### src/hw/rtl/knnbc_pkg.sv
// Shared types and constants for the k-nearest-neighbour classifier.
package knnbc_pkg;

  localparam int MAX_TRAIN_VECTORS = 256;
  localparam int MAX_FEATURES      = 16;
  localparam int MAX_K             = 15;
  localparam int FEATURE_BITS      = 16;

  localparam int POS_W   = (MAX_FEATURES > 1) ? $clog2(MAX_FEATURES) : 1;
  localparam int LEN_W   = $clog2(MAX_FEATURES + 1);
  localparam int VI_W    = (MAX_TRAIN_VECTORS > 1) ? $clog2(MAX_TRAIN_VECTORS) : 1;
  localparam int CNT_W   = $clog2(MAX_TRAIN_VECTORS + 1);
  localparam int TADDR_W = $clog2(MAX_TRAIN_VECTORS * MAX_FEATURES);
  localparam int K_W     = $clog2(MAX_K + 1);
  localparam int SQ_W    = 2 * FEATURE_BITS;
  localparam int DIST_W  = SQ_W + $clog2(MAX_FEATURES) + 1;
  localparam int CFG_IDX_W = 1;
  localparam int CFG_DAT_W = 5;
  localparam int NC_W    = 4;
  localparam int VL_W    = 5;

  typedef enum logic [1:0] {
    OP_CLEAR = 2'd0,
    OP_TRAIN = 2'd1,
    OP_QUERY = 2'd2,
    OP_NONE  = 2'd3
  } op_t;

  typedef enum logic [CFG_IDX_W-1:0] {
    REG_NEIGHBOUR_COUNT = 1'b0,
    REG_VECTOR_LENGTH   = 1'b1
  } reg_idx_t;

  typedef enum logic [1:0] {
    ST_IDLE,
    ST_RUN,
    ST_DRAIN
  } state_t;

  typedef struct packed {
    logic [1:0]                     operation;
    logic signed [FEATURE_BITS-1:0] feature_value;
    logic                           class_label;
  } in_t;

  typedef struct packed {
    logic       predicted_class;
    logic [3:0] vote_count;
    logic [3:0] neighbours_used;
    logic       empty_store;
    logic       store_overflow;
  } out_t;

  // candidate distance broadcast to the cell row
  typedef struct packed {
    logic              vld;
    logic [DIST_W-1:0] dsum;
    logic              lbl;
  } cand_t;

  // contents of one neighbour slot
  typedef struct packed {
    logic              vld;
    logic [DIST_W-1:0] dsum;
    logic              lbl;
  } slot_t;

endpackage

### src/hw/rtl/knnbc_cell.sv
// One slot of the sorted nearest-neighbour row.
module knnbc_cell (
  input  logic              clk,
  input  logic              rst_n,
  input  logic              clear,
  input  logic              enable,
  input  knnbc_pkg::cand_t  cand,
  input  knnbc_pkg::slot_t  prev,
  input  logic              prev_less,
  output knnbc_pkg::slot_t  slot,
  output logic              less
);
  import knnbc_pkg::*;

  logic              vld_r, vld_nxt;
  logic [DIST_W-1:0] dist_r, dist_nxt;
  logic              lbl_r, lbl_nxt;
  logic              take;

  // strict compare: on a tie the earlier entry stays ahead
  assign less = !vld_r || (cand.dsum < dist_r);
  assign take = cand.vld && enable && less;

  always_comb begin
    vld_nxt  = vld_r;
    dist_nxt = dist_r;
    lbl_nxt  = lbl_r;
    if (clear) begin
      vld_nxt = 1'b0;
    end else if (take) begin
      if (prev_less) begin
        vld_nxt  = prev.vld;
        dist_nxt = prev.dsum;
        lbl_nxt  = prev.lbl;
      end else begin
        vld_nxt  = 1'b1;
        dist_nxt = cand.dsum;
        lbl_nxt  = cand.lbl;
      end
    end
  end

  always_ff @(posedge clk) begin
    if (!rst_n) begin
      vld_r <= 1'b0;
    end else begin
      vld_r <= vld_nxt;
    end
    dist_r <= dist_nxt;
    lbl_r  <= lbl_nxt;
  end

  assign slot = '{vld: vld_r, dsum: dist_r, lbl: lbl_r};

endmodule

### config.mk
export PLATFORM = sky130hd
export DESIGN_NAME = knnbc_cell
export DESIGN_NICKNAME = d
export VERILOG_FILES = /design/src/hw/rtl/knnbc_pkg.sv /design/src/hw/rtl/knnbc_cell.sv
export SDC_FILE = /design/constraint.sdc
export NUM_CORES = 1
export LEC_CHECK = 0
export BUFFER_PORTS_ARGS = -buffer_cell sky130_fd_sc_hd__buf_2
export CORE_UTILIZATION = 30
export DETAILED_ROUTE_END_ITERATION = 6
export PLACE_DENSITY_LB_ADDON = 0.15
export SYNTH_ARGS = -nofsm -noshare
export SYNTH_HDL_FRONTEND = slang
export SYNTH_SLANG_ARGS = --single-unit
export TNS_END_PERCENT = 10
### constraint.sdc
create_clock -name clk -period 12.1 [get_ports clk]
set_input_delay 2.42 -clock clk [delete_from_list [all_inputs] [get_ports clk]]
set_output_delay 2.42 -clock clk [all_outputs]
set_load 0.005 [all_outputs]
## After elaboration in Yosys (flattened, before gate mapping)

Index checks and enable logic that the tools add are counted.

- Order comparisons: 1
- Muxes and demuxes: 3
- Bitwise logic cells: 2
- Reduce and logical (&&, ||, !) cells: 6

Operator list:

| operator | number |
|---|---|
| 37-bit less-than comparator | 1 |
| 37-bit two-way mux | 1 |
| 1-bit logical AND | 2 |
| 1-bit two-way mux | 2 |
| 1-bit inverter | 2 |
| 2-bit AND reduction | 1 |
| 2-bit OR reduction | 1 |
| 1-bit zero test | 1 |
| 1-bit logical OR | 1 |

- Register bits after elaboration: 39
- Input bits: 83
- Output and inout port bits: 40
- Word-level logic and storage cells: 15

## Depth between registers and ports, before layout

- Depth after elaboration: 4
- Gate-level depth with buffers: 8
- Mapped depth without buffers: 8

## Least setup slack after synthesis

No wires, ideal clock.

- Path kind: input -> output
- Start point: input port cand[36] (netlist bit)
- End point: output port less
- Data arrival time: 3,697 ps
- Required time: 9,680 ps
- Slack: 5,983 ps
- Cell stages on the path: 7
- Path buffers: 0
- Cell sequence: ha_1 nand4_2 nor4_4 nand2_1 o211ai_1 o21bai_1 nand2_1

- Cells in the longest elaborated chain, start to end: 2

Ends and longest elaborated chain:

| element | line | source |
|---|---|---|
| start, declared | knnbc_cell.sv:7 | `input knnbc_pkg::cand_t cand,` |
| 37-bit less-than comparator | knnbc_cell.sv:21 | `assign less = !vld_r \|\| (cand.dsum < dist_r);` |
| 1-bit logical OR | knnbc_cell.sv:21 |  |
| end, declared | knnbc_cell.sv:11 | `output logic less` |

No other way between the ends.

## Worst setup path after layout

Ends and elaborated chain as after synthesis.

==> results.json <==
{
  "net_count_of_the_mapped_netlist": 343,
  "cts_tree": "done",
  "timing.hold.worst.start": "vld_r",
  "h-tree-depth": 2,
  "initial_util_pct": 31.4,
  "ff_latch_count_synth": 39,
  "dr.first_iter.drc_count": 60,
  "cts_sinks": 39,
  "dp_slack_ns": 5.44,
  "vias_per_cell": 4.50,
  "hold-path-cell-count": 2,
  "synth_compound_area_share_pct": 7.45,
  "yosys-mux-area-fraction_pct": 16.4,
  "dieHeight_um": 95.2,
  "cap_violations": 0,
  "timing.hold.worst_endpoint": "vld_r",
  "drt_drc_violations_left": 0,
  "design.final.nets": 467,
  "grt_first_pass_wirelength_mm": 9.32,
  "cts_made_buffers": 5,
  "power_density_mw_per_mm2": 91.0,
  "synth-warning-count": 0,
  "combinational_family_with_the_most_area_after_synthesis": "adder cells",
  "critPathMaxFanout": 3,
  "seq_area_frac_synth_pct": 44.6,
  "synthSimpleGateAreaFrac_pct": 7.54,
  "postSynthAreaPerCell_um2": 11.6,
  "worstReg2RegStart": "dist_r[32]",
  "post_route_setup_slack_ns": 5.48,
  "hold_path.class": "reg -> reg",
  "setup_repair_bufs_after_cts": 0,
  "clockRootBuffer": "sky130_fd_sc_hd__clkbuf_8",
  "timing.final.crit_share_pct": 54.7,
  "detail_route.wirelength_mm": 6.12,
  "final.setup.tns_ns": 0,
  "placement_rows": 33,
  "reg2reg_end": "dist_r[7]",
  "setup.worst_path.end_class": "output pin",
  "maximum_clock_skew_at_final_layout_ns": 0.0112,
  "setup_crit_start_kind": "input port",
  "ir_drop_v": 0.0000644,
  "worst-slew-pin-transition_ns": 0.956,
  "finalCriticalPeriod_ns": 6.62,
  "final_antenna_net_count": 0,
  "max-slew-margin-rel_pct": 36.3,
  "power_leakage_uw": 0.00167,
  "grt_setup_unrepaired": "false",
  "grt_pass1_vias": 2009,
  "grt_overflow": 0,
  "synth_cells": 224,
  "clockBufferDepth": 2,
  "critical_path_class": "in -> out",
  "antenna_cells": 0,
  "post_cts_hold_buffer_count": 0,
  "port_buffers": 122,
  "cts_resized": 0,
  "via_count": 2043,
  "global_route.usage.total_pct": 13.7,
  "final_max_slew_viol_count": 0,
  "post-dp-hpwl_mm": 5.01,
  "antenna_found_initial": 1,
  "timing.fmax_mhz": 151,
  "total_power_uw": 312,
  "rrSetupSlack_ns": 8.90,
  "final_layout_size_suffix_gt1_share_pct": 49.3,
  "reg2reg_depth": 9,
  "worst_skew_pair.late_latency_ns": 0.29,
  "drt-pass1-iter-count": 4,
  "routed_wire_length_per_instance_um": 13.5,
  "post_synth_num_cell_types": 30,
  "post_synth_fa_ha_maj_area_fraction_pct": 17.3,
  "chipWidth_um": 95.2,
  "finalWeightedCongestion": 0.722,
  "path_clk_slew_ns": 0.07,
  "critical_path_data_required_time_ns": 9.68,
  "synth_cell_area_mm2": 0.00260,
  "xor_xnor_share_of_the_synthesized_area_pct": 0,
  "finalSetupViolations": 0,
  "final_hold_viol_count": 0,
  "io_pins": 123,
  "floorplan.core_area_mm2": 0.00830,
  "outcome": "finished clean",
  "areaGrowthSynthToFinish_pct": 31.7,
  "maximum_number_of_pins_on_one_net_before_global_route_repair": 40,
  "die_area_mm2": 0.00906,
  "arrival_ns": 4.20
}
per-layer routing:
| metal | vias to the layer above | GRT usage [%] | share of wire, % |
|---|---|---|---|
| li1 | 1055 | - | - |
| met5 | - | 0 | 0.21 |
| met1 | 923 | 16.6 | 43 |
| met2 | 59 | 23.9 | 51 |
| met3 | 4 | 3.51 | 5.2 |
| met4 | 2 | 3.91 | 0.51 |
per-stage QoR:
| stage | std cells | utilization (%) | area (µm²) | hold slack [ns] |
|---|---|---|---|---|
| after floorplan | 224 | - | 2600 | 0.506 |
| after global placement | 446 | 40.1 | 3330 | 0.565 |
| after detailed placement | 446 | 40.1 | 3330 | 0.561 |
| after CTS | 454 | 41.3 | 3430 | 0.576 |
| after global routing | 454 | 41.3 | 3430 | 0.663 |
| final | 454 | 41.3 | 3430 | 0.566 |
worst max-delay path by stage:
| stage | startpoint | to | slack (ns) | depth (start not counted) |
|---|---|---|---|---|
| 3_5_place_dp | cand[36] | less | 5.44 | 9 |
| 3_3_place_gp | cand[36] | less | 5.51 | 9 |
| 4_1_cts | cand[36] | less | 5.43 | 9 |
| 5_1_grt | cand[36] | less | 5.32 | 9 |
| 6_report | cand[36] | less | 5.48 | 9 |
| 2_1_floorplan | cand[36] | less | 5.98 | 7 |
registers in the layout (all words and copies together) (netlist names):
register and flops:
dist_r 37, lbl_r 1, vld_r 1
synth_stat cells (all sizes together):
master | n | area (µm²)
nor4 | 1 | 21.3
nand4 | 5 | 43.8
nand2b | 2 | 12.5
o21ai | 6 | 30.0
edfxtp | 38 | 1140
o311ai | 1 | 8.76
nor2 | 4 | 15.0
a222oi | 1 | 10.0
inv | 38 | 143
or3 | 1 | 6.26
o211ai | 1 | 7.51
a21o | 2 | 15.0
nand2 | 15 | 56.3
mux2 | 38 | 428
a21oi | 16 | 80.1
o21bai | 1 | 7.51
buf | 3 | 20.0
nand3 | 5 | 25.0
a221oi | 1 | 8.76
a211oi | 2 | 20.0
ha | 36 | 450
and4 | 1 | 8.76
a31oi | 1 | 6.26
clkbuf | 3 | 11.3
dfxtp | 1 | 20.0
and2b | 1 | 7.51
cells by family after synthesis:
family,count (synthesis)
AOI/OAI and AO/OA,32
muxes,38
adders and majority gates,36
buffers and inverters,44
DFF,39
and+or+nand+nor,35
power breakdown:
part	switching, µW	total, µW	leakage [µW]	internal, µW
clock network	45.8	97.9	0.0000515	52.1
logic	27.2	57.9	0.00126	30.8
registers	1.97	156	0.000357	154
worst max-delay path: stages:
cell                       delay [ns]
sky130_fd_sc_hd__buf_2           0.11
sky130_fd_sc_hd__ha_1            0.34
sky130_fd_sc_hd__nand4_2         0.17
sky130_fd_sc_hd__nor4_4          0.37
sky130_fd_sc_hd__nand2_1         0.09
sky130_fd_sc_hd__o211ai_1        0.26
sky130_fd_sc_hd__o21bai_1        0.23
sky130_fd_sc_hd__nand2_1         0.09
sky130_fd_sc_hd__buf_2           0.13
final cells by class:
class                      instances  area, µm²
fill                             827       4870
multi-input combinational        141       1280
sequential                        39       1160
timing repair buffer             123        618
inverter                          38        143
tap                              105        131
clock buffer                       8        100
cells in the final DEF (no fill, tap or decap), types with 2 or more instances in the layout:
cell type                  Yosys  final
sky130_fd_sc_hd__edfxtp_1     38     38
sky130_fd_sc_hd__clkbuf_8      0      7
sky130_fd_sc_hd__ha_1         36     36
sky130_fd_sc_hd__nand2_1      15     15
sky130_fd_sc_hd__mux2_2       38     38
sky130_fd_sc_hd__nand2b_1      2      2
sky130_fd_sc_hd__nand3_1       5      5
sky130_fd_sc_hd__nor2_1        4      4
sky130_fd_sc_hd__a21o_1        2      2
sky130_fd_sc_hd__o21ai_0       5      5
sky130_fd_sc_hd__inv_1        38     38
sky130_fd_sc_hd__nand4_2       2      2
sky130_fd_sc_hd__nand4_1       3      3
sky130_fd_sc_hd__buf_2         1    122
sky130_fd_sc_hd__a21oi_1      16     16
Power figures use the tool's default switching activity.
